--- src/hdl/svt_pkg.sv ---
`timescale 1ns / 1ps
// Package for the sorted value table: item payload types, operation and
// status codes, sequencer states and the cell control bundle. No dependencies.
package svt_pkg;

    localparam int unsigned VALUE_W = 32;
    localparam int unsigned COUNT_FIELD_W = 5;

    localparam logic OP_INSERT = 1'b0;
    localparam logic OP_DELETE = 1'b1;

    localparam logic [1:0] ST_DONE      = 2'd0;
    localparam logic [1:0] ST_NOT_FOUND = 2'd1;
    localparam logic [1:0] ST_FULL      = 2'd2;

    typedef struct packed {
        logic                      operation;
        logic signed [VALUE_W-1:0] item_value;
    } t_in_item;

    typedef struct packed {
        logic [1:0]                status;
        logic [COUNT_FIELD_W-1:0]  entry_count;
        logic signed [VALUE_W-1:0] smallest_value;
    } t_out_item;

    typedef enum logic [1:0] {
        S_IDLE,
        S_CMP,
        S_APPLY,
        S_OUT
    } t_state;

    // Broadcast to every cell of the chain.
    typedef struct packed {
        logic compare;
        logic ins;
        logic del;
    } t_cell_ctl;

endpackage

--- src/hdl/sorted_value_table.sv ---
`timescale 1ns / 1ps
// Top level of the sorted value table: sequencer, count and the chain of
// svt_cell instances. Uses svt_pkg.
//
// Usage:
//   Input channel (i_in_valid, o_in_stall, i_in_item) carries an operation,
//   insert or delete, and a signed 32-bit value. Output channel (o_out_valid,
//   i_out_stall, o_out_item) returns one item per input item: status, the
//   count after the operation and the smallest stored value (zero if empty).
//   Every cell compares its value with the item in the compare step, and in the
//   next cycle all cells shift toward or away from the insert or delete
//   point at once. The result is presented in the following cycle.
//   One item is in work at a time: a new item is taken only in the idle
//   state, after the compare, shift and result steps of the sequencer are
//   through for the last one and its result has been taken.
//   While the receiver stalls, the result holds and no new item is taken.
//   Reset empties the table at once; no clearing pass is needed. An insert
//   into a full table is dropped with status full; a delete of an absent
//   value leaves the table as it was with status not found.
module sorted_value_table import svt_pkg::*; #(
    parameter int unsigned CAPACITY = 16
) (
    input  logic      i_clk,
    input  logic      i_rst_n,
    input  logic      i_in_valid,
    output logic      o_in_stall,
    input  t_in_item  i_in_item,
    output logic      o_out_valid,
    input  logic      i_out_stall,
    output t_out_item o_out_item
);

    localparam int unsigned CW = $clog2(CAPACITY + 1);

    t_state r_state;
    t_state n_state;

    logic [CW-1:0]             r_count;
    logic [CW-1:0]             n_count;
    logic [1:0]                r_status;
    logic [1:0]                n_status;
    logic                      r_op;
    logic signed [VALUE_W-1:0] r_item;

    t_cell_ctl ctl;
    logic      accept;
    logic      found;
    logic      full;
    logic [31:0] count_ext;

    logic signed [VALUE_W-1:0] cell_value [CAPACITY];
    logic [CAPACITY-1:0]       sel_ins;
    logic [CAPACITY-1:0]       sel_del;
    logic [CAPACITY-1:0]       hit;
    logic [CAPACITY-1:0]       occ;

    assign accept = i_in_valid && !o_in_stall;
    assign found  = |hit;
    assign full   = (r_count >= CW'(CAPACITY));

    genvar g;
    generate
        for (g = 0; g < CAPACITY; g++) begin : g_cell
            logic                      left_sel;
            logic signed [VALUE_W-1:0] left_value;
            logic signed [VALUE_W-1:0] right_value;

            assign occ[g] = (r_count > CW'(g));

            if (g == 0) begin : g_first
                assign left_sel   = 1'b0;
                assign left_value = '0;
            end else begin : g_inner
                assign left_sel   = sel_ins[g-1];
                assign left_value = cell_value[g-1];
            end

            if (g == CAPACITY - 1) begin : g_last
                assign right_value = '0;
            end else begin : g_mid
                assign right_value = cell_value[g+1];
            end

            svt_cell u_cell (
                .i_clk         (i_clk),
                .i_ctl         (ctl),
                .i_item        (r_item),
                .i_occ         (occ[g]),
                .i_left_sel    (left_sel),
                .i_left_value  (left_value),
                .i_right_value (right_value),
                .o_value       (cell_value[g]),
                .o_sel_ins     (sel_ins[g]),
                .o_sel_del     (sel_del[g]),
                .o_hit         (hit[g])
            );
        end
    endgenerate

    always_comb begin
        n_state      = r_state;
        n_count      = r_count;
        n_status     = r_status;
        ctl          = '0;
        o_in_stall   = 1'b1;
        o_out_valid  = 1'b0;
        unique case (r_state)
            S_IDLE: begin
                o_in_stall = 1'b0;
                if (i_in_valid) begin
                    n_state = S_CMP;
                end
            end
            S_CMP: begin
                ctl.compare = 1'b1;
                n_state     = S_APPLY;
            end
            S_APPLY: begin
                if (r_op == OP_INSERT) begin
                    if (full) begin
                        n_status = ST_FULL;
                    end else begin
                        ctl.ins  = 1'b1;
                        n_count  = r_count + CW'(1);
                        n_status = ST_DONE;
                    end
                end else begin
                    if (found) begin
                        ctl.del  = 1'b1;
                        n_count  = r_count - CW'(1);
                        n_status = ST_DONE;
                    end else begin
                        n_status = ST_NOT_FOUND;
                    end
                end
                n_state = S_OUT;
            end
            S_OUT: begin
                o_out_valid = 1'b1;
                if (!i_out_stall) begin
                    n_state = S_IDLE;
                end
            end
            default: begin
                n_state = S_IDLE;
            end
        endcase
    end

    always_ff @(posedge i_clk) begin
        if (!i_rst_n) begin
            r_state <= S_IDLE;
            r_count <= '0;
        end else begin
            r_state <= n_state;
            r_count <= n_count;
        end
    end

    always_ff @(posedge i_clk) begin
        r_status <= n_status;
        if (accept) begin
            r_op   <= i_in_item.operation;
            r_item <= i_in_item.item_value;
        end
    end

    assign count_ext                 = 32'(r_count);
    assign o_out_item.status         = r_status;
    assign o_out_item.entry_count    = count_ext[COUNT_FIELD_W-1:0];
    assign o_out_item.smallest_value = (r_count != '0) ? cell_value[0] : '0;

endmodule

--- src/hdl/svt_cell.sv ---
`timescale 1ns / 1ps
// One cell of the sorted chain: holds one value and its compare flags, and takes
// the item or a left or right neighbor's value on insert or delete. Uses svt_pkg.
module svt_cell import svt_pkg::*; (
    input  logic                      i_clk,
    input  t_cell_ctl                 i_ctl,
    input  logic signed [VALUE_W-1:0] i_item,
    input  logic                      i_occ,
    input  logic                      i_left_sel,
    input  logic signed [VALUE_W-1:0] i_left_value,
    input  logic signed [VALUE_W-1:0] i_right_value,
    output logic signed [VALUE_W-1:0] o_value,
    output logic                      o_sel_ins,
    output logic                      o_sel_del,
    output logic                      o_hit
);

    logic signed [VALUE_W-1:0] r_value;
    logic signed [VALUE_W-1:0] n_value;
    logic                      r_ge;
    logic                      n_ge;
    logic                      r_eq;
    logic                      n_eq;

    // An empty cell counts as greater than anything on insert, so the
    // new value lands in the first free cell when it is the largest.
    assign o_sel_ins = !i_occ || r_ge;
    assign o_sel_del = i_occ && r_ge;
    assign o_hit     = i_occ && r_eq;
    assign o_value   = r_value;

    always_comb begin
        n_value = r_value;
        n_ge    = r_ge;
        n_eq    = r_eq;
        if (i_ctl.compare) begin
            n_ge = (r_value >= i_item);
            n_eq = (r_value == i_item);
        end
        if (i_ctl.ins && o_sel_ins) begin
            n_value = i_left_sel ? i_left_value : i_item;
        end else if (i_ctl.del && o_sel_del) begin
            n_value = i_right_value;
        end
    end

    always_ff @(posedge i_clk) begin
        r_value <= n_value;
        r_ge    <= n_ge;
        r_eq    <= n_eq;
    end

endmodule

--- config.mk ---
export PLATFORM = sky130hd
export DESIGN_NAME = sorted_value_table
export DESIGN_NICKNAME = d
export VERILOG_FILES = /design/src/hdl/svt_pkg.sv /design/src/hdl/sorted_value_table.sv /design/src/hdl/svt_cell.sv
export SDC_FILE = /design/constraint.sdc
export NUM_CORES = 2
export LEC_CHECK = 0
export BUFFER_PORTS_ARGS = -buffer_cell sky130_fd_sc_hd__buf_4
export CAP_MARGIN = 40
export CORE_MARGIN = 2
export CORE_UTILIZATION = 50
export DETAILED_ROUTE_END_ITERATION = 12
export GPL_TIMING_DRIVEN = 0
export PLACE_DENSITY = 0.74
export RECOVER_POWER = 100
export SETUP_SLACK_MARGIN = 0.2
export SYNTH_ARGS = -nofsm -noshare
export SYNTH_HDL_FRONTEND = slang
export SYNTH_SLANG_ARGS = --single-unit
--- constraint.sdc ---
create_clock -name i_clk -period 3.8 [get_ports i_clk]
set_input_delay 0.19 -clock i_clk [delete_from_list [all_inputs] [get_ports i_clk]]
set_output_delay 0.19 -clock i_clk [all_outputs]
set_load 0.05 [all_outputs]
==> impl_metrics.py <==
metrics = {
    "route": {
        "drt-initial-drc-count": 3619,
        "drtAntennaViolNets": 0,
        "firstDrtPassIters": 6,
        "wl_per_cell_um": 23.2,
        "viasPerCell": 6.24,
        "vias": 32800,
        "drc": 0,
        "drt_wl_total_um": 122000,
    },
    "sta": {
        "max_freq_mhz": 263,
        "tightest_slew_ns": 2.11,
        "setup_viol": 0,
        "rsz0062_at_grt": "yes",
        "skew_ns": 0.0262,
        "period_share_pct": 99.9,
        "worst_slack_ns": 0.00289,
        "slew_headroom_pct": -40.4,
        "hold_violations": 0,
        "min_period_ns": 3.80,
        "tns_ns": 0,
        "maxSlewViolCount": 64,
    },
    "critical_path": {
        "r2r_slack_ns": 0.003,
        "crit_path_start_kind": "flip-flop",
        "timing.rr.start": "r_item[12]",
        "r2r_cells": 11,
        "critPathLaunch": "r_item[12]",
        "arrival_ns": 4.14,
        "path_class": "flip-flop to flip-flop",
        "worstReg2RegEnd": "g_cell[9].u_cell.r_ge",
        "crit_required_ns": 4.14,
        "end_kind": "flip-flop",
        "path_max_fanout": 10,
    },
    "layout": {
        "area_growth_pct": 15.3,
        "stdcell_area_um2": 46100,
        "layout_commonest_cell": "nand2_1",
        "layout_common_cells": "nand2_1 (604), edfxtp_1 (579), o21ai_0 (540), ha_1 (522), mux2i_1 (453)",
        "drive_above_1_share_pct": 10.8,
        "final_nets": 4713,
    },
    "floorplanning": {
        "coreArea_um2": 79000,
        "die_w_um": 287,
        "rows": 103,
        "io_pins": 78,
        "dieArea_um2": 82200,
        "initial_core_util_pct": 50.6,
        "fp.dieH_um": 287,
    },
    "synth": {
        "synth_area_um2": 39900,
        "yosysSeqAreaShare_pct": 43.9,
        "synthArstFlopShare_pct": 0,
        "synth_area_leaders": "edfxtp_1 (44%), ha_1 (16%), mux2i_1 (11%), o21ai_0 (6.7%), nand2_1 (5.7%)",
        "ys_ff_latch": 586,
        "synth_area_per_cell_um2": 10.4,
        "yosysTopAreaCell": "edfxtp_1",
        "synth_edf_count": 579,
        "synth_top_flop_cell": "edfxtp_1",
        "yosysTopAreaCellShare_pct": 43.5,
        "ys_warn_count": 0,
        "synth.distinct_cells": 64,
        "netlist_instances": 3830,
        "syn_nets": 4389,
    },
    "placement": {
        "postPlaceCellArea_um2": 42600,
        "dpl.hpwl_um": 92300,
        "place.gp.congestion": 0.952,
        "portBuffers": 76,
        "place_ws_ns": -0.668,
    },
    "clock_network": {
        "clock_latency_ns": 0.62,
        "cts.sinks": 586,
        "cts_max_level": 3,
        "cts_buffers": 68,
        "clockBufferDepth": 3,
        "cts_tree": "yes",
        "clk_pin_slew_ns": 0.06,
        "cts-root-buf": "clkbuf_16",
    },
    "global_routing": {
        "grt_max_degree": 33,
        "grt_pass1_vias": 32900,
        "antenna_found_initial": 1,
        "grt_first_pass_wirelength_um": 186000,
        "grtUsageTotal_pct": 29.1,
        "grt.overflow.total": 0,
    },
    "power": {
        "irDropWorstVdd_mv": 0.343,
        "p_per_area_nw_per_um2": 597,
        "leakage_uw": 0.0185,
    },
    "worst_hold_path": {
        "min_from": "i_in_valid",
        "hp-class": "input port to flip-flop",
        "min_to": "r_state[0]",
        "hold_path_depth": 4,
    },
    "status": {
        "status": "finished, violations left",
        "violations": "capacitance limit, slew limit",
    },
    "flow_run": {
        "maxCapViolCount": 2,
    },
}
==> worst max-delay path by stage <==
stage	end	slack (ns)	depth (start not counted)
2_1_floorplan	g_cell[0].u_cell.o_value[0]	0.21	11
3_3_place_gp	g_cell[15].u_cell.o_value[24]	-1.41	9
3_5_place_dp	g_cell[1].u_cell.r_ge	-0.67	10
4_1_cts	g_cell[14].u_cell.o_value[26]	0.14	11
5_1_grt	g_cell[6].u_cell.r_ge	0.03	9
6_report	g_cell[9].u_cell.r_ge	0.003	11
==> area by class of cell <==
| class | count | area, um^2 |
|---|---|---|
| diodes | 2 | 5.00 |
| plain buffers | 202 | 880 |
| clock buffers | 84 | 1830 |
| clock inverters | 36 | 313 |
| fillers | 6520 | 32900 |
| inverters | 72 | 367 |
| multi-input cells | 2970 | 21500 |
| flip-flops and latches | 586 | 17500 |
| well taps | 1050 | 1310 |
| repair buffers | 254 | 2360 |
==> state kept, by name, summed over array words and instances, names as in the netlist <==
signal	cells
r_op	1
g_cell.u_cell.r_ge	16
r_item	32
r_count	5
g_cell.u_cell.o_value	512
r_state	2
r_status	2
g_cell.u_cell.r_eq	16
==> through the flow <==
step	utilization [%]	power, uW	hold WS [ns]	instances
2_1_floorplan	-	16600	0.289	3830
3_3_place_gp	53.0	19500	0.368	4956
5_1_grt	58.3	28900	0.127	5254
6_report	58.3	27500	0.107	5256
4_1_cts	58.7	27500	0.0329	5250
3_5_place_dp	53.9	20200	0.369	4981
==> synth_stat cells, drive strengths merged, types with 17 or more instances <==
cell type / instances
nor4: 21
clkbuf: 144
nor3: 17
a21oi: 207
nor2b: 31
o21ai: 548
and2: 33
nand4: 113
inv: 72
a21o: 150
ha: 522
nor2: 88
nand2b: 25
nand2: 605
buf: 58
edfxtp: 579
a211oi: 17
mux2i: 453
==> worst max-delay path, cell delays in order, from the launching register on <==
cell and delay (ns):
edfxtp_1 0.56, clkbuf_2 0.37, clkinvlp_4 0.16, buf_4 0.21
ha_1 0.29, nand4_1 0.20, nor4_1 0.66, o21ai_0 0.23
o211ai_1 0.30, a21oi_1 0.16, xnor2_1 0.30, nand2b_1 0.09
==> repair_timing <==
action / CTS / global route
setup buffers: 115 / 3
pin swaps: 16 / 0
endpoints found under the hold margin: 34 / 0
setup endpoints to repair: 532 / 380
gates resized for setup: 62 / 54
hold buffers: 34 / 0
==> where the power goes <==
part           leakage [uW]  switching (uW)  total [uW]  internal [uW]
registers           0.00535             949        9730           8780
logic                0.0121            7100       11200           4090
clock network       0.00104            2790        6590           3800
==> metal layers <==
metal | wire length, um | vias to the layer above | track usage, %
met3 | 9100 | 317 | 3.34
met2 | 56500 | 1437 | 47.5
met4 | 5650 | 0 | 13.4
met5 | 0 | - | 0
li1 | - | 15100 | -
met1 | 50600 | 16000 | 39.0
==> cells by family (layout without fill, tap and decap cells) <==
kind of cell,count (synthesis),count (layout),synth area share [%]
AOI/OAI and AO/OA,1001,1001,14.3
xor gates and xnor gates,4,4,0.0877
adders and majority gates,523,523,16.4
buffers and inverters,274,648,2.75
DFF,586,586,43.9
muxes,457,457,11.5
other,0,2,0
and+or+nand+nor,985,985,11.2
No activity file was read; power rests on OpenSTA's default activity.
